`src/hdl/rthsl_pkg.sv`:
```
package rthsl_pkg;

  localparam int unsigned ChannelBitsDefault = 8;

  // quotient bit per cell, numerator/denominator widths follow from channel bits
  function automatic int unsigned num_bits(input int unsigned cb);
    return 2 * cb + 5;
  endfunction

endpackage

```
`src/hdl/rthsl_stream_if.sv`:
```
interface rthsl_stream_if #(
  parameter int unsigned W = 8
);
  logic         valid;
  logic         ready;
  logic [W-1:0] red;
  logic [W-1:0] green;
  logic [W-1:0] blue;
  logic         end_of_run;
  logic [W-1:0] hue;
  logic [W-1:0] saturation;
  logic [W-1:0] lightness;
  logic         end_of_run_out;

  modport source (
    output valid, red, green, blue, end_of_run, hue, saturation, lightness, end_of_run_out,
    input  ready
  );
  modport sink (
    input  valid, red, green, blue, end_of_run, hue, saturation, lightness, end_of_run_out,
    output ready
  );
endinterface

```
`src/hdl/rthsl_front.sv`:
```
module rthsl_front
  import rthsl_pkg::*;
#(
  parameter int unsigned CW = ChannelBitsDefault,
  parameter int unsigned NW = 2 * CW + 5
) (
  input  logic [CW-1:0] red_i,
  input  logic [CW-1:0] green_i,
  input  logic [CW-1:0] blue_i,
  output logic [NW-1:0] hue_num_o,
  output logic [NW-1:0] hue_den_o,
  output logic [NW-1:0] sat_num_o,
  output logic [NW-1:0] sat_den_o,
  output logic [CW-1:0] light_o,
  output logic          gray_o
);
  localparam logic [CW:0] MaxV = {1'b0, {CW{1'b1}}};

  logic [CW-1:0] hi, lo, gb_max, br_max;
  logic [CW:0]   c, sum, den, num;
  logic [CW+3:0] c6, hnum;

  always_comb begin
    hi = red_i;
    lo = red_i;
    if (green_i > hi) hi = green_i;
    if (blue_i > hi) hi = blue_i;
    if (green_i < lo) lo = green_i;
    if (blue_i < lo) lo = blue_i;
    c   = {1'b0, hi} - {1'b0, lo};
    sum = {1'b0, hi} + {1'b0, lo};
    gb_max = (green_i > blue_i) ? green_i : blue_i;
    br_max = (blue_i > red_i) ? blue_i : red_i;
    c6 = {3'b0, c} * (CW + 4)'(6);
    num = '0;
    if (red_i >= gb_max) begin
      if (green_i >= blue_i) hnum = {3'b0, {1'b0, green_i} - {1'b0, blue_i}};
      else hnum = c6 - {3'b0, {1'b0, blue_i} - {1'b0, green_i}};
    end else if (green_i >= br_max) begin
      hnum = {2'b0, c, 1'b0} + {4'b0, blue_i} - {4'b0, red_i};
    end else begin
      hnum = {1'b0, c, 2'b0} + {4'b0, red_i} - {4'b0, green_i};
    end
    den = (sum >= MaxV) ? ((MaxV << 1) - sum) : sum;
    num = c;
    // round(maxv*n/d) = floor((2*maxv*n + d) / (2*d))
    hue_num_o = NW'({hnum, 1'b0}) * NW'(MaxV) + NW'(c6);
    hue_den_o = NW'({c6, 1'b0});
    sat_num_o = NW'({num, 1'b0}) * NW'(MaxV) + NW'(den);
    sat_den_o = NW'({den, 1'b0});
    light_o   = CW'((sum + 1'b1) >> 1);
    gray_o    = (c == '0);
  end
endmodule

```
`src/hdl/rthsl_div_cell.sv`:
```
module rthsl_div_cell
  import rthsl_pkg::*;
#(
  parameter int unsigned CW  = ChannelBitsDefault,
  parameter int unsigned NW  = 2 * CW + 5,
  parameter int unsigned BIT = 0
) (
  input  logic          clk_i,
  input  logic          en_i,
  input  logic [NW-1:0] h_rem_i,
  input  logic [NW-1:0] h_den_i,
  input  logic [CW-1:0] h_q_i,
  input  logic [NW-1:0] s_rem_i,
  input  logic [NW-1:0] s_den_i,
  input  logic [CW-1:0] s_q_i,
  input  logic [CW-1:0] light_i,
  input  logic          gray_i,
  input  logic          eor_i,
  output logic [NW-1:0] h_rem_o,
  output logic [NW-1:0] h_den_o,
  output logic [CW-1:0] h_q_o,
  output logic [NW-1:0] s_rem_o,
  output logic [NW-1:0] s_den_o,
  output logic [CW-1:0] s_q_o,
  output logic [CW-1:0] light_o,
  output logic          gray_o,
  output logic          eor_o
);
  // one restoring quotient bit for hue and for saturation
  logic [NW+CW-1:0] h_sh, s_sh;
  logic             h_ge, s_ge;
  logic [NW-1:0]    h_rem_d, s_rem_d;
  logic [CW-1:0]    h_q_d, s_q_d;

  always_comb begin
    h_sh = {{CW{1'b0}}, h_den_i} << BIT;
    s_sh = {{CW{1'b0}}, s_den_i} << BIT;
    h_ge = ({{CW{1'b0}}, h_rem_i} >= h_sh);
    s_ge = ({{CW{1'b0}}, s_rem_i} >= s_sh);
    h_rem_d = h_ge ? h_rem_i - NW'(h_sh) : h_rem_i;
    s_rem_d = s_ge ? s_rem_i - NW'(s_sh) : s_rem_i;
    h_q_d = h_q_i;
    s_q_d = s_q_i;
    h_q_d[BIT] = h_ge;
    s_q_d[BIT] = s_ge;
  end

  always_ff @(posedge clk_i) begin
    if (en_i) begin
      h_rem_o <= h_rem_d;
      h_den_o <= h_den_i;
      h_q_o   <= h_q_d;
      s_rem_o <= s_rem_d;
      s_den_o <= s_den_i;
      s_q_o   <= s_q_d;
      light_o <= light_i;
      gray_o  <= gray_i;
      eor_o   <= eor_i;
    end
  end
endmodule

```
`src/hdl/rgb_to_hsl_pixel_convert.sv`:
```
// path: each pixel is registered in every divider cell from input request to output valid
// throughput: one pixel per cycle unless stalled, set by the chain of restoring
// divider cells (one quotient bit per cell, hue and saturation side by side)
// the whole chain stalls when the output is held and the last stage is full
// reset clears the stage valid bits only
module rgb_to_hsl_pixel_convert
  import rthsl_pkg::*;
#(
  parameter int unsigned CHANNEL_BITS = ChannelBitsDefault
) (
  input  logic           clk_i,
  input  logic           rst_ni,
  rthsl_stream_if.sink   in_i,
  rthsl_stream_if.source out_o
);
  localparam int unsigned CW = CHANNEL_BITS;
  localparam int unsigned NW = num_bits(CW);
  localparam int unsigned NS = CW + 1;

  logic [NW-1:0] h_rem [NS], h_den [NS], s_rem [NS], s_den [NS];
  logic [CW-1:0] h_q [NS], s_q [NS], light [NS];
  logic          gray [NS], eor [NS];
  logic [CW-1:0] vld_q, vld_d;
  logic          adv;

  assign adv = !vld_q[CW-1] || out_o.ready;
  assign in_i.ready = adv;
  assign vld_d = {vld_q[CW-2:0], in_i.valid};

  always_ff @(posedge clk_i or negedge rst_ni) begin
    if (!rst_ni) vld_q <= '0;
    else if (adv) vld_q <= vld_d;
  end

  rthsl_front #(.CW(CW), .NW(NW)) u_front (
    .red_i(in_i.red), .green_i(in_i.green), .blue_i(in_i.blue),
    .hue_num_o(h_rem[0]), .hue_den_o(h_den[0]),
    .sat_num_o(s_rem[0]), .sat_den_o(s_den[0]),
    .light_o(light[0]), .gray_o(gray[0])
  );
  assign h_q[0] = '0;
  assign s_q[0] = '0;
  assign eor[0] = in_i.end_of_run;

  for (genvar i = 0; i < CW; i++) begin : g_cell
    rthsl_div_cell #(.CW(CW), .NW(NW), .BIT(CW - 1 - i)) u_cell (
      .clk_i, .en_i(adv),
      .h_rem_i(h_rem[i]), .h_den_i(h_den[i]), .h_q_i(h_q[i]),
      .s_rem_i(s_rem[i]), .s_den_i(s_den[i]), .s_q_i(s_q[i]),
      .light_i(light[i]), .gray_i(gray[i]), .eor_i(eor[i]),
      .h_rem_o(h_rem[i+1]), .h_den_o(h_den[i+1]), .h_q_o(h_q[i+1]),
      .s_rem_o(s_rem[i+1]), .s_den_o(s_den[i+1]), .s_q_o(s_q[i+1]),
      .light_o(light[i+1]), .gray_o(gray[i+1]), .eor_o(eor[i+1])
    );
  end

  // quotient never exceeds maxv, so cw bits are exact
  assign out_o.valid          = vld_q[CW-1];
  assign out_o.hue            = gray[NS-1] ? '0 : h_q[NS-1];
  assign out_o.saturation     = gray[NS-1] ? '0 : s_q[NS-1];
  assign out_o.lightness      = light[NS-1];
  assign out_o.end_of_run_out = eor[NS-1];
  assign out_o.red            = '0;
  assign out_o.green          = '0;
  assign out_o.blue           = '0;
  assign out_o.end_of_run     = 1'b0;
endmodule
```
`src/flat_wrapper.sv`:
```
// flat-port wrapper written by rule: the top's interface ports become plain ports
module rgb_to_hsl_pixel_convert_flat import rthsl_pkg::*;
#(
  parameter int unsigned CHANNEL_BITS = ChannelBitsDefault
)
  (clk_i, rst_ni, in_i_valid, in_i_red, in_i_green, in_i_blue, in_i_end_of_run, in_i_hue, in_i_saturation, in_i_lightness, in_i_end_of_run_out, in_i_ready, out_o_valid, out_o_red, out_o_green, out_o_blue, out_o_end_of_run, out_o_hue, out_o_saturation, out_o_lightness, out_o_end_of_run_out, out_o_ready);
  rthsl_stream_if in_i_i ();
  rthsl_stream_if out_o_i ();
  input  logic clk_i;
  input  logic rst_ni;
  input wire logic [$bits(in_i_i.valid)-1:0] in_i_valid;
  input wire logic [$bits(in_i_i.red)-1:0] in_i_red;
  input wire logic [$bits(in_i_i.green)-1:0] in_i_green;
  input wire logic [$bits(in_i_i.blue)-1:0] in_i_blue;
  input wire logic [$bits(in_i_i.end_of_run)-1:0] in_i_end_of_run;
  input wire logic [$bits(in_i_i.hue)-1:0] in_i_hue;
  input wire logic [$bits(in_i_i.saturation)-1:0] in_i_saturation;
  input wire logic [$bits(in_i_i.lightness)-1:0] in_i_lightness;
  input wire logic [$bits(in_i_i.end_of_run_out)-1:0] in_i_end_of_run_out;
  output wire logic [$bits(in_i_i.ready)-1:0] in_i_ready;
  output wire logic [$bits(out_o_i.valid)-1:0] out_o_valid;
  output wire logic [$bits(out_o_i.red)-1:0] out_o_red;
  output wire logic [$bits(out_o_i.green)-1:0] out_o_green;
  output wire logic [$bits(out_o_i.blue)-1:0] out_o_blue;
  output wire logic [$bits(out_o_i.end_of_run)-1:0] out_o_end_of_run;
  output wire logic [$bits(out_o_i.hue)-1:0] out_o_hue;
  output wire logic [$bits(out_o_i.saturation)-1:0] out_o_saturation;
  output wire logic [$bits(out_o_i.lightness)-1:0] out_o_lightness;
  output wire logic [$bits(out_o_i.end_of_run_out)-1:0] out_o_end_of_run_out;
  input wire logic [$bits(out_o_i.ready)-1:0] out_o_ready;
  assign in_i_i.valid = in_i_valid;
  assign in_i_i.red = in_i_red;
  assign in_i_i.green = in_i_green;
  assign in_i_i.blue = in_i_blue;
  assign in_i_i.end_of_run = in_i_end_of_run;
  assign in_i_i.hue = in_i_hue;
  assign in_i_i.saturation = in_i_saturation;
  assign in_i_i.lightness = in_i_lightness;
  assign in_i_i.end_of_run_out = in_i_end_of_run_out;
  assign in_i_ready = in_i_i.ready;
  assign out_o_valid = out_o_i.valid;
  assign out_o_red = out_o_i.red;
  assign out_o_green = out_o_i.green;
  assign out_o_blue = out_o_i.blue;
  assign out_o_end_of_run = out_o_i.end_of_run;
  assign out_o_hue = out_o_i.hue;
  assign out_o_saturation = out_o_i.saturation;
  assign out_o_lightness = out_o_i.lightness;
  assign out_o_end_of_run_out = out_o_i.end_of_run_out;
  assign out_o_i.ready = out_o_ready;
  rgb_to_hsl_pixel_convert #(.CHANNEL_BITS(CHANNEL_BITS)) u_core (.clk_i(clk_i), .rst_ni(rst_ni), .in_i(in_i_i), .out_o(out_o_i));
endmodule
```
`config.mk`:
```
export PLATFORM = sky130hd
export DESIGN_NAME = rgb_to_hsl_pixel_convert_flat
export DESIGN_NICKNAME = d
export VERILOG_FILES = /design/src/hdl/rthsl_pkg.sv /design/src/hdl/rthsl_stream_if.sv /design/src/hdl/rthsl_front.sv /design/src/hdl/rthsl_div_cell.sv /design/src/hdl/rgb_to_hsl_pixel_convert.sv /design/src/flat_wrapper.sv
export SDC_FILE = /design/constraint.sdc
export NUM_CORES = 1
export LEC_CHECK = 0
export BUFFER_PORTS_ARGS = -buffer_cell sky130_fd_sc_hd__buf_2
export CORE_MARGIN = 3
export CORE_UTILIZATION = 25
export CTS_BUF_LIST = sky130_fd_sc_hd__clkbuf_2 sky130_fd_sc_hd__clkbuf_4 sky130_fd_sc_hd__clkbuf_8
export DETAILED_ROUTE_END_ITERATION = 10
export SLEW_MARGIN = 20
export SYNTH_ARGS = -nofsm -noshare
export SYNTH_HDL_FRONTEND = slang
export SYNTH_SLANG_ARGS = --single-unit
```
`constraint.sdc`:
```
create_clock -name clk_i -period 29.8 [get_ports clk_i]
set_input_delay 5.96 -clock clk_i [delete_from_list [all_inputs] [get_ports clk_i]]
set_output_delay 5.96 -clock clk_i [all_outputs]
set_load 0.1 [all_outputs]
```
## Yosys cells after proc, flatten, opt, wreduce, memory -nomap -nowiden

Index checks and enable logic that the tools add are counted.

- Output and inout port bits: 52
- Word-level logic and storage cells: 154
- Input port bits: 54
- Bits in registers: 594

- Add/sub/neg operators: 27
- Mux-type cells: 26
- Multiply operators: 3
- Reduce and logical (&&, ||, !) cells: 3
- Magnitude comparators: 26

Operators with widths:

| kind | number |
|---|---|
| 2-to-1 mux 21 bit | 14 |
| 2-to-1 mux 8 bit | 8 |
| >= comparator 21 x 13 -> 1 bit | 2 |
| >= comparator 21 x 14 -> 1 bit | 2 |
| >= comparator 21 x 15 -> 1 bit | 2 |
| >= comparator 21 x 16 -> 1 bit | 2 |
| >= comparator 21 x 17 -> 1 bit | 2 |
| subtractor 21 x 14 -> 21 bit | 2 |
| subtractor 21 x 15 -> 21 bit | 2 |
| subtractor 21 x 16 -> 21 bit | 2 |
| subtractor 21 x 17 -> 21 bit | 2 |
| 2-to-1 mux 12 bit | 3 |
| greater-than comparator 8 bit | 4 |
| subtractor 8 x 8 -> 9 bit | 3 |
| >= comparator 8 bit | 3 |
| adder 21 x 12 -> 21 bit | 1 |
| >= comparator 21 x 10 -> 1 bit | 1 |
| >= comparator 21 x 11 -> 1 bit | 1 |
| >= comparator 21 x 12 -> 1 bit | 1 |
| >= comparator 21 x 18 -> 1 bit | 1 |
| >= comparator 21 x 19 -> 1 bit | 1 |
| >= comparator 21 x 20 -> 1 bit | 1 |
| subtractor 21 x 11 -> 21 bit | 1 |
| subtractor 21 x 12 -> 21 bit | 1 |
| 22 further kinds | 23 |

## Logic depth before layout (Yosys ltp)

Gate-level depths: netlist of run 1.

- Word-level depth: 13
- Depth in mapped cells: 73
- Gate-level depth less buffers: 69

## Hierarchy

A second synthesis of run 1 with hierarchy kept.

- Cells, all modules: 5021
- Area total of the unflattened synthesis: 57701.6 sq um

Modules (own cells, without submodules):

| module | times used | seq. area each (sq um) | area an instance (sq um) | cells an instance |
|---|---|---|---|---|
| rthsl_front | 1 | 0.0 | 10854.2 | 1348 |
| rthsl_div_cell (u_core.g_cell[7].u_cell) | 1 | 3303.2 | 6276.0 | 545 |
| rthsl_div_cell (u_core.g_cell[5].u_cell) | 1 | 3303.2 | 6259.8 | 515 |
| rthsl_div_cell (u_core.g_cell[6].u_cell) | 1 | 3303.2 | 6092.1 | 483 |
| rthsl_div_cell (u_core.g_cell[4].u_cell) | 1 | 3303.2 | 6005.8 | 484 |
| rthsl_div_cell (u_core.g_cell[3].u_cell) | 1 | 3303.2 | 5562.8 | 422 |
| rthsl_div_cell (u_core.g_cell[1].u_cell) | 1 | 3303.2 | 5382.7 | 394 |
| rthsl_div_cell (u_core.g_cell[2].u_cell) | 1 | 3303.2 | 5366.4 | 388 |
| rthsl_div_cell (u_core.g_cell[0].u_cell) | 1 | 3303.2 | 5268.8 | 381 |
| rgb_to_hsl_pixel_convert | 1 | 200.2 | 633.1 | 61 |

## Worst setup path after synthesis of run 1

Ideal clock, no wire load.

- Kind: input port to output port
- From: in out_o_ready
- To: out in_i_ready
- Setup slack: 1582 ps
- Required time: 23840 ps
- Path buffers: 1
- Stages: 2
- Arrival: 22258 ps
- Cells stage by stage: nand2b_1 -> clkbuf_1

- Word-level cells in the longest chain between the ends: 1

Ends and longest elaborated chain:

| item | line | source |
|---|---|---|
| start: declaration | flat_wrapper.sv:30 | `input wire logic [$bits(out_o_i.ready)-1:0] out_o_ready;` |
| logical OR 1 bit | rgb_to_hsl_pixel_convert.sv:26 | `assign adv = !vld_q[CW-1] \|\| out_o.ready;` |
| end: declaration | flat_wrapper.sv:20 | `output wire logic [$bits(in_i_i.ready)-1:0] in_i_ready;` |

Every way passes these cells.

## Final worst setup path of run 1

- From: in in_i_green[1]
- To: reg u_core.g_cell[0].u_cell.h_rem_o[17] (data pin)

- Word-level cells in the longest chain between the ends: 13
- Elaborated cells between the ends (all ways): 30
- Those cells by class: add/sub: 10; mul: 2; order compare: 9; mux: 9

Ends and longest elaborated chain:

| item | line | source |
|---|---|---|
| start: declaration | flat_wrapper.sv:13 | `input wire logic [$bits(in_i_i.green)-1:0] in_i_green;` |
| greater-than comparator 8 bit or less-than comparator 8 bit (tied branches) | rthsl_front.sv:26, rthsl_front.sv:28 |  |
| 2-to-1 mux 8 bit (on tied branches) | rthsl_front.sv:26, rthsl_front.sv:28 |  |
| greater-than comparator 8 bit or less-than comparator 8 bit (tied branches) | rthsl_front.sv:27, rthsl_front.sv:29 |  |
| 2-to-1 mux 8 bit (on tied branches) | rthsl_front.sv:27, rthsl_front.sv:29 |  |
| subtractor 8 x 8 -> 9 bit (*) | rthsl_front.sv:30 | `c = {1'b0, hi} - {1'b0, lo};` |
| multiplier 9 x 2 -> 11 bit (*) | rthsl_front.sv:34 | `c6 = {3'b0, c} * (CW + 4)'(6);` |
| named net u_core.g_cell[0].u_cell.h_den_i[6] | rthsl_div_cell.sv:11 | `input logic [NW-1:0] h_den_i,` |
| subtractor 12 x 9 -> 12 bit | rthsl_front.sv:38 | `else hnum = c6 - {3'b0, {1'b0, blue_i} - {1'b0, green_i}};` |
| 2-to-1 mux 12 bit | rthsl_front.sv:37 | `if (green_i >= blue_i) hnum = {3'b0, {1'b0, green_i} - {1'b0, blue_i}};` |
| 2-to-1 mux 12 bit | rthsl_front.sv:36 | `if (red_i >= gb_max) begin` |
| multiplier 12 x 8 -> 20 bit | rthsl_front.sv:47 | `hue_num_o = NW'({hnum, 1'b0}) * NW'(MaxV) + NW'(c6);` |
| adder 21 x 12 -> 21 bit | rthsl_front.sv:47 |  |
| subtractor 21 x 20 -> 21 bit or >= comparator 21 x 20 -> 1 bit (tied branches) | rthsl_div_cell.sv:40, rthsl_div_cell.sv:38 |  |
| 2-to-1 mux 21 bit (*) | rthsl_div_cell.sv:40 | `h_rem_d = h_ge ? h_rem_i - NW'(h_sh) : h_rem_i;` |
| named net u_core.g_cell[0].u_cell.h_rem_d[17] | rthsl_div_cell.sv:32 | `logic [NW-1:0] h_rem_d, s_rem_d;` |
| end signal: assignment | rthsl_div_cell.sv:50 | `h_rem_o <= h_rem_d;` |
| end: declaration | rthsl_div_cell.sv:19 | `output logic [NW-1:0] h_rem_o,` |

Mark *: on every way through the listed nets, which the timed path passes. The rest lies on a longest branch.
A chain may end at the register's enable or synchronous reset.

==> reports/results.ini, run 1 <==
[logic_synthesis]
synth.area.mux_share_pct=1.25
synth_top_family_by_area=adder cells
ys.flop_type=edfxtp_1
synth-simple-area-share_pct=10.9
syn-instance-count=3481
synth_compound_area_share_pct=11.7
synth_common_cells=edfxtp_1 (565), inv_1 (448), ha_1 (389)
synth_top_area_share_pct=44.6
synth_seq_cells=573
yosysUniqueCellTypes=97
avgSynthCellArea_sq_um=10.9
synth_warnings=0
ys_seq_area_share_pct=45.2
async_flop_share_pct=1.40
synth_area_leaders=edfxtp_1 (45%), ha_1 (13%), fa_1 (5.3%)
synth_largest_area_cell=edfxtp_1
synthXorXnorAreaFrac_pct=7.16
synthesis.area_sq_um=38000
synth_edf_count=565
synthAdderAreaFrac_pct=18.2
post-synth-top-count-cell=edfxtp_1

[timing]
timing_hold_violations_final=0
timing.hold.ws_ns=0.409
timing.setup.tns_ns=0
fin_crit_sh_pct=75.0
worst_pin_slew_ns=1.06
slew_headroom_pct=29.2
clock_skew_ns=0.0338
rsz0062_at_grt=false
setup_violations=0
fin_ws_ns=7.45
period_needed_ns=22.35
slew_viol_final=0
timing.fmax_mhz=44.7

[clock_tree]
cts_sinks=573
tritoncts=built
clk_path_buf_depth=3
root_buffer=clkbuf_8
cts_max_level=3
postCtsSetupBuffers=0
cts_resized=0
clk-insertion-delay-late_ns=0.72
cts_buffers=89
hold_buffers=0
path_clk_slew_ns=0.06

[drt]
drc=0
drt_pre_antenna_iters=5
drtIter0Drc=1077
num_vias=24200
avgRoutedWirePerCell_um=13.5
routed_wl_um=76600
vias_per_cell=4.28
ant_nets=0

[global_routing]
grt_overflow=0
antenna_found_initial=1
grt_busiest_layer=met2
grt_max_degree=213
use_met3_pct=1.49
grt_use_met1_pct=11.7
grt_pass1_vias=24100
grt_pass1_wl_um=124000
grt_use_total_pct=9.69
use_met2_pct=17.2

[floorplan]
die_area_sq_um=157000
start_util_pct=25.3
fp.dieW_um=396
io_pins=106
fp-row-count=142
die_h_um=396
core_area_sq_um=150000

[run]
max-cap-violations=0

[critical_path]
crit_family=compound AO/OA/AOI/OAI gates
end_kind=flop
startpoint_type=input pin
cp_common_cell=ha_1
r2r_setup_slack_ns=25.55
cp.arrival_ns=22.83
required_ns=30.28
crit_type=input pin to flop
critPathMaxStageDelay_ns=0.75
worstPathMaxFanout=14
cp_num_buf_inv=9
cp_slowest_cell=xnor2_1

[finish]
synthToLayoutAreaGrowth_pct=11.8
nets=4130
drive_gt1_share_pct=7.81

[run_status]
status=finished, final reports clean

[worst_hold_path]
hp-class=flop to flop

[placement]
post-dp-hpwl_um=60000
place.port_buffers=55
dp_slack_ns=6.74
gp_congestion=0.870

per-layer routing:
metal	wire [um]	part of all wire (%)
met1	33600	44
met2	37400	49
met3	2630	3.4
met4	2940	3.8
met5	0	0
state kept, by name (all words and copies together) (netlist names):
register,flops
u_core.g_cell.u_cell.h_rem_o,140
u_core.g_cell.u_cell.light_o,64
u_core.g_cell.u_cell.eor_o,8
u_core.g_cell.u_cell.h_q_o,36
u_core.g_cell.u_cell.gray_o,8
u_core.vld_q,8
u_core.g_cell.u_cell.s_den_o,57
u_core.g_cell.u_cell.h_den_o,73
u_core.g_cell.u_cell.s_rem_o,143
u_core.g_cell.u_cell.s_q_o,36
final timing paths:
check,startpoint,endpoint,cells past startpoint
max in group asynchronous,rst_ni,u_core.vld_q[4]$_DFFE_PN0P_,1
min in group asynchronous,rst_ni,u_core.vld_q[0]$_DFFE_PN0P_,1
max,in_i_green[1],u_core.g_cell[0].u_cell.h_rem_o[17]$_DFFE_PP_,62
max reg2reg,u_core.g_cell[4].u_cell.h_den_o[3]$_DFFE_PP_,u_core.g_cell[5].u_cell.h_rem_o[19]$_DFFE_PP_,18
min,u_core.g_cell[6].u_cell.light_o[2]$_DFFE_PP_,u_core.g_cell[7].u_cell.light_o[2]$_DFFE_PP_,0
min reg2reg,u_core.g_cell[6].u_cell.light_o[2]$_DFFE_PP_,u_core.g_cell[7].u_cell.light_o[2]$_DFFE_PP_,0
cell usage in the layout (no fill, tap or decap), types with 12 or more instances in the layout:
cell type | synthesis | routed
o31ai_1 | 17 | 17
nor4_1 | 31 | 30
nor3_1 | 49 | 49
xor2_1 | 108 | 108
nor2b_1 | 81 | 81
buf_2 | 4 | 55
a21o_1 | 113 | 113
clkinv_1 | 1 | 18
nand4_1 | 38 | 38
a21oi_1 | 281 | 281
and3_1 | 16 | 16
edfxtp_1 | 565 | 565
mux2i_1 | 28 | 28
o211ai_1 | 13 | 13
clkbuf_4 | 0 | 21
conb_1 | 1 | 25
or3_1 | 12 | 12
o21a_1 | 23 | 23
nand2b_1 | 74 | 73
o21bai_1 | 36 | 36
and2_1 | 24 | 24
o21ai_0 | 132 | 132
nand2_1 | 140 | 140
fa_1 | 101 | 101
nand3_1 | 41 | 41
clkbuf_8 | 0 | 89
ha_1 | 389 | 389
nor2_1 | 249 | 249
inv_1 | 448 | 448
a211oi_1 | 14 | 14
xnor2_1 | 198 | 198
mux2_2 | 14 | 14
buf_4 | 25 | 17
per-stage QoR:
step | instance area, sq um | std cells | utilization (%)
after floorplan | 38100 | 3505 | -
after global placement | 40700 | 5511 | 27.0
after detailed placement | 40700 | 5511 | 27.0
after CTS | 42500 | 5664 | 28.2
after global routing | 42500 | 5665 | 28.2
final | 42500 | 5665 | 28.2
cell families (layout without fill, tap and decap cells):
logic type | Yosys count | in the layout
compound gates | 704 | 704
xor+xnor | 308 | 308
fa+ha+maj | 494 | 494
buf+inv | 537 | 680
flops | 573 | 573
mux | 44 | 44
other cells | 1 | 26
simple gates | 820 | 820
layout make-up:
| class | instances | area, sq um |
|---|---|---|
| inverters | 454 | 1700 |
| clock inverters | 43 | 444 |
| diodes | 1 | 2.50 |
| multi-input cells | 2395 | 18900 |
| repair buffers | 73 | 423 |
| flip-flops and latches | 573 | 17200 |
| fillers | 15600 | 108000 |
| well taps | 2016 | 2520 |
| clock buffers | 110 | 1380 |
Power of run 1 is not shown: default switching activity piles up to over one toggle a cycle in this logic, so the estimate is an artifact.
==> inputs of run 2 (changes only) <==
==> constraint.sdc (replaced) <==
create_clock -name clk_i -period 18.4 [get_ports clk_i]
set_input_delay 3.68 -clock clk_i [delete_from_list [all_inputs] [get_ports clk_i]]
set_output_delay 3.68 -clock clk_i [all_outputs]
set_load 0.1 [all_outputs]
==> run 2 against run 1 <==
  * Utilization increased by 0.91 points
  * Design area grew 3.2%
  * Clock-buffer cell count rose by 11
  * Non-clock buffer count up 166
  * Global-route usage grew 0.19 points
  * First-iteration DRC count down 4.9%
  * Register-to-register slack worse by 11 ns
  * Sequential cell count unchanged
  * Cell count is 3.1% higher
  * Hold slack improved by 0.00088 ns
  * Via count grew 1.9%
  * Sequential share of layout area down 1.3 points
  * Largest cell class unchanged
  * Highest routed layer unchanged
==> reports/results.ini, run 2 (synthesis gave the netlist of run 1 again) <==
[floorplan]
fp.dieW_um=396
io_pins=106
die_h_um=396
die_area_sq_um=157000
fp-row-count=142
core_area_sq_um=150000
start_util_pct=25.3

[drt]
drt_pre_antenna_iters=5
num_vias=24700
routed_wl_um=77300
drtIter0Drc=1024
vias_per_cell=4.23
avgRoutedWirePerCell_um=13.2
drc=0
ant_nets=0

[timing]
rsz0062_at_grt=false
slew_viol_final=0
fin_crit_sh_pct=93.7
timing.fmax_mhz=58.0
slew_headroom_pct=29.3
timing.setup.tns_ns=0
timing_hold_violations_final=0
period_needed_ns=17.24
fin_ws_ns=1.16
clock_skew_ns=0.0476
worst_pin_slew_ns=1.06
setup_violations=0

[worst_hold_path]
hp-class=flop to flop

[run_status]
status=finished, final reports clean

[critical_path]
cp_common_cell=ha_1
worstPathMaxFanout=14
startpoint_type=input pin
r2r_setup_slack_ns=14.08
crit_type=input pin to flop
cp_num_buf_inv=14
cp.arrival_ns=17.73
cp_slowest_cell=fa_1
end_kind=flop
required_ns=18.89
crit_family=adder cells
critPathMaxStageDelay_ns=0.54

[finish]
final_cell_mix=edfxtp_1 (565), inv_1 (448), ha_1 (389), a21oi_1 (281), nor2_1 (249)
largest_reg_flops=143
mostFrequentLayoutCell=edfxtp_1
nets=4295
top_register=u_core.g_cell.u_cell.s_rem_o
drive_gt1_share_pct=12.1
largestRegisters=u_core.g_cell.u_cell.s_rem_o: 143 flops, u_core.g_cell.u_cell.h_rem_o: 140 flops, u_core.g_cell.u_cell.h_den_o: 73 flops
synthToLayoutAreaGrowth_pct=15.4
fill_cells=15500
multi_input_area_sq_um=18900
design_area_sq_um=43900
ff_latch_area_sq_um=17200

[clock_tree]
postCtsSetupBuffers=0
tritoncts=built
cts_buffers=88
cts_max_level=3
clk-insertion-delay-late_ns=0.73
path_clk_slew_ns=0.07
hold_buffers=0
clk_path_buf_depth=3
cts_sinks=573
root_buffer=clkbuf_8
cts_resized=0

[global_routing]
grt_max_degree=213
grt_busiest_layer=met2
grt_pass1_wl_um=127000
antenna_found_initial=1
grt_overflow=0
use_met3_pct=1.56
grt_use_met1_pct=12.0
use_met2_pct=17.5
grt_pass1_vias=25000
grt_use_total_pct=9.88

[placement]
place.port_buffers=55
dp_slack_ns=0.374
post-dp-hpwl_um=62100
gp_congestion=0.886
dpl_cell_area_sq_um=42000

[run]
max-cap-violations=0

==> run 2: cell types whose count changed in the layout (fill, tap and decap cells not counted), moves of 2 or more <==
cell and change:
inv_16 +2, clkinv_2 -2, clkinv_8 -2, buf_4 +164, buf_12 +2, clkbuf_8 +3, clkbuf_4 +8
==> run 2: layout make-up <==
| cell class | instances | share of cell area, % |
|---|---|---|
| multi-input combinational | 2395 | 43.0 |
| sequential | 573 | 39.1 |
| tap | 2016 | 5.75 |
| inverter | 454 | 3.88 |
| timing repair buffer | 239 | 3.86 |
| clock buffer | 121 | 3.38 |
| clock inverter | 40 | 0.992 |
| antenna | 2 | 0.0114 |
==> run 2: metal layers <==
| layer | part of all wire, % | vias to the layer above |
|---|---|---|
| met5 | 0 | - |
| met4 | 3.7 | 0 |
| met3 | 2.8 | 119 |
| met2 | 49 | 329 |
| met1 | 44 | 11500 |
| li1 | - | 12700 |
==> run 2: final timing paths <==
check,end,depth (start not counted),from
max,u_core.g_cell[0].u_cell.h_rem_o[17]$_DFFE_PP_,62,in_i_green[3]
min,u_core.g_cell[7].u_cell.h_q_o[5]$_DFFE_PP_,0,u_core.g_cell[6].u_cell.h_q_o[5]$_DFFE_PP_
max reg2reg,u_core.g_cell[6].u_cell.light_o[4]$_DFFE_PP_,5,u_core.vld_q[7]$_DFFE_PN0P_
min reg2reg,u_core.g_cell[7].u_cell.h_q_o[5]$_DFFE_PP_,0,u_core.g_cell[6].u_cell.h_q_o[5]$_DFFE_PP_
max in group asynchronous,u_core.vld_q[1]$_DFFE_PN0P_,1,rst_ni
min in group asynchronous,u_core.vld_q[3]$_DFFE_PN0P_,1,rst_ni
==> run 2: metrics by stage <==
| step | utilization, % | hold WS, ns | instances |
|---|---|---|---|
| after floorplan | - | 0.400 | 3505 |
| after global placement | 27.9 | 0.401 | 5677 |
| after detailed placement | 27.9 | 0.405 | 5677 |
| after CTS | 29.2 | 0.409 | 5838 |
| after global routing | 29.2 | 0.414 | 5839 |
| final | 29.2 | 0.410 | 5840 |
Power of run 2 is left out for the same reason.
==> inputs of run 3 (changes only) <==
--- a/config.mk
+++ b/config.mk
@@ -10,7 +10,7 @@
 export CORE_UTILIZATION = 25
 export CTS_BUF_LIST = sky130_fd_sc_hd__clkbuf_2 sky130_fd_sc_hd__clkbuf_4 sky130_fd_sc_hd__clkbuf_8
 export DETAILED_ROUTE_END_ITERATION = 10
-export SLEW_MARGIN = 20
+export PLACE_DENSITY = 0.46
 export SYNTH_ARGS = -nofsm -noshare
 export SYNTH_HDL_FRONTEND = slang
 export SYNTH_SLANG_ARGS = --single-unit
==> run 3 against run 2 <==
  * Non-clock buffer count is 57 lower
  * Global-route usage is 0.63 points higher
  * Hold slack worse by 0.0057 ns
  * Clock-buffer cell count is 11 lower
  * Wire length is 6.7% higher
  * Clock skew is 0.012 ns lower
  * Setup slack better by 0.068 ns
==> reports/results.ini, run 3 (synthesis gave the netlist of run 1 again) <==
[clock_tree]
path_clk_slew_ns=0.06
cts_resized=0
root_buffer=clkbuf_8
tritoncts=built
clk_path_buf_depth=3
cts_buffers=90
clk-insertion-delay-late_ns=0.72
cts_sinks=573
cts_max_level=3
hold_buffers=0
postCtsSetupBuffers=0

[floorplan]
fp.dieW_um=396
start_util_pct=25.3
die_area_sq_um=157000
core_area_sq_um=150000
io_pins=106
fp-row-count=142
die_h_um=396

[timing]
period_needed_ns=17.18
setup_violations=0
slew_headroom_pct=31.0
slew_viol_final=0
timing.setup.tns_ns=0
timing.fmax_mhz=58.2
timing_hold_violations_final=0
fin_ws_ns=1.22
fin_crit_sh_pct=93.3
clock_skew_ns=0.0358
rsz0062_at_grt=false
worst_pin_slew_ns=1.03

[critical_path]
required_ns=18.87
startpoint_type=input pin
rr_worst_depth=17
cp.arrival_ns=17.64
setup.worst_path.end=u_core.g_cell[0].u_cell.h_rem_o[13]$_DFFE_PP_
cp_common_cell=ha_1
cp_num_buf_inv=13
r2r_setup_slack_ns=14.17
reg2reg_from=u_core.g_cell[4].u_cell.h_rem_o[5]$_DFFE_PP_
crit_type=input pin to flop
critPathMaxStageDelay_ns=0.54
r2r-end=u_core.g_cell[5].u_cell.h_rem_o[19]$_DFFE_PP_
path_depth=68
worstPathMaxFanout=14
end_kind=flop
crit_family=adder cells
crit_path_start=in_i_red[1]
cp_slowest_cell=fa_1

[drt]
drt_pre_antenna_iters=5
drc=0
avgRoutedWirePerCell_um=14.3
num_vias=24300
ant_nets=0
vias_per_cell=4.21
routed_wl_um=82500
drtIter0Drc=822

[global_routing]
grt_use_total_pct=10.5
grt_pass1_wl_um=132000
grt_pass1_vias=24700
grt_overflow=0
antenna_found_initial=1
grt_max_degree=194

[placement]
place.port_buffers=55
dp_cells=5620
post-dp-hpwl_um=65200
gp_congestion=0.864
dp_slack_ns=0.461

[finish]
nets=4240
mostFrequentLayoutCell=edfxtp_1
final_cell_mix=edfxtp_1 (565), inv_1 (448), ha_1 (389), a21oi_1 (281), nor2_1 (249)
largest_reg_flops=143
final_core_util_pct=28.8
multi_input_area_sq_um=18900
fill_cells=15700
synthToLayoutAreaGrowth_pct=14.1
top_register=u_core.g_cell.u_cell.s_rem_o
drive_gt1_share_pct=10.6
fin_cells=5776
largestRegisters=u_core.g_cell.u_cell.s_rem_o: 143 flops, u_core.g_cell.u_cell.h_rem_o: 140 flops, u_core.g_cell.u_cell.h_den_o: 73 flops
ff_latch_area_sq_um=17200

[run]
max-cap-violations=0

[run_status]
status=finished, final reports clean

[worst_hold_path]
hp-class=flop to flop

run 3: changes by cell type in the layout (fill, tap and decap cells not counted), moves of 2 or more:
| cell | delta |
|---|---|
| clkinv_2 | +3 |
| inv_6 | +3 |
| bufinv_16 | +2 |
| inv_16 | -5 |
| clkbuf_4 | -10 |
| buf_4 | -57 |
run 3: how the worst min path moves through the flow:
| stage | slack, ns | cells after the start | from | endpoint |
|---|---|---|---|---|
| CTS | 0.40 | 0 | u_core.g_cell[4].u_cell.s_q_o[4]$_DFFE_PP_ | u_core.g_cell[5].u_cell.s_q_o[4]$_DFFE_PP_ |
| global placement | 0.40 | 0 | u_core.g_cell[5].u_cell.eor_o$_DFFE_PP_ | u_core.g_cell[6].u_cell.eor_o$_DFFE_PP_ |
| floorplan | 0.40 | 0 | u_core.g_cell[0].u_cell.eor_o$_DFFE_PP_ | u_core.g_cell[1].u_cell.eor_o$_DFFE_PP_ |
| detailed placement | 0.40 | 0 | u_core.g_cell[1].u_cell.h_q_o[7]$_DFFE_PP_ | u_core.g_cell[2].u_cell.h_q_o[7]$_DFFE_PP_ |
| global route | 0.42 | 0 | u_core.g_cell[1].u_cell.h_q_o[7]$_DFFE_PP_ | u_core.g_cell[2].u_cell.h_q_o[7]$_DFFE_PP_ |
| finish | 0.40 | 0 | u_core.g_cell[4].u_cell.s_q_o[4]$_DFFE_PP_ | u_core.g_cell[5].u_cell.s_q_o[4]$_DFFE_PP_ |
run 3: per-layer routing:
layer | vias to the layer above | global-route usage (%) | part of all wire (%)
li1 | 12600 | - | -
met1 | 11200 | 13.0 | 45
met2 | 309 | 18.4 | 49
met3 | 133 | 1.34 | 2.8
met4 | 0 | 4.15 | 3.4
met5 | - | 0 | 0
run 3: area by class of cell:
type | count | share of cell area [%]
clock buffer | 110 | 3.22
sequential | 573 | 39.6
antenna | 1 | 0.00577
timing repair buffer | 182 | 2.92
multi-input combinational | 2395 | 43.5
clock inverter | 45 | 1.07
tap | 2016 | 5.81
inverter | 454 | 3.93
run 3: per-stage QoR:
stage	area [sq um]	hold slack (ns)
3_3_place_gp	41500	0.401
2_1_floorplan	38100	0.400
4_1_cts	43400	0.401
5_1_grt	43400	0.418
3_5_place_dp	41500	0.405
6_report	43400	0.405
run 3: worst reg2reg max path: stages, from the launching register on:
cell      delay (ns)
edfxtp_1        0.42
ha_1            0.33
nor2b_1         0.13
o21ai_0         0.15
nand2b_1        0.11
a21o_1          0.19
a21o_1          0.19
a21o_1          0.18
a21o_1          0.20
a21o_1          0.18
a21o_1          0.21
o21a_1          0.19
o21ai_0         0.17
nand3_1         0.63
nand2_1         0.31
or2_2           0.16
nor4_1          0.05
xor2_1          0.15
Power of run 3 is left out for the same reason.
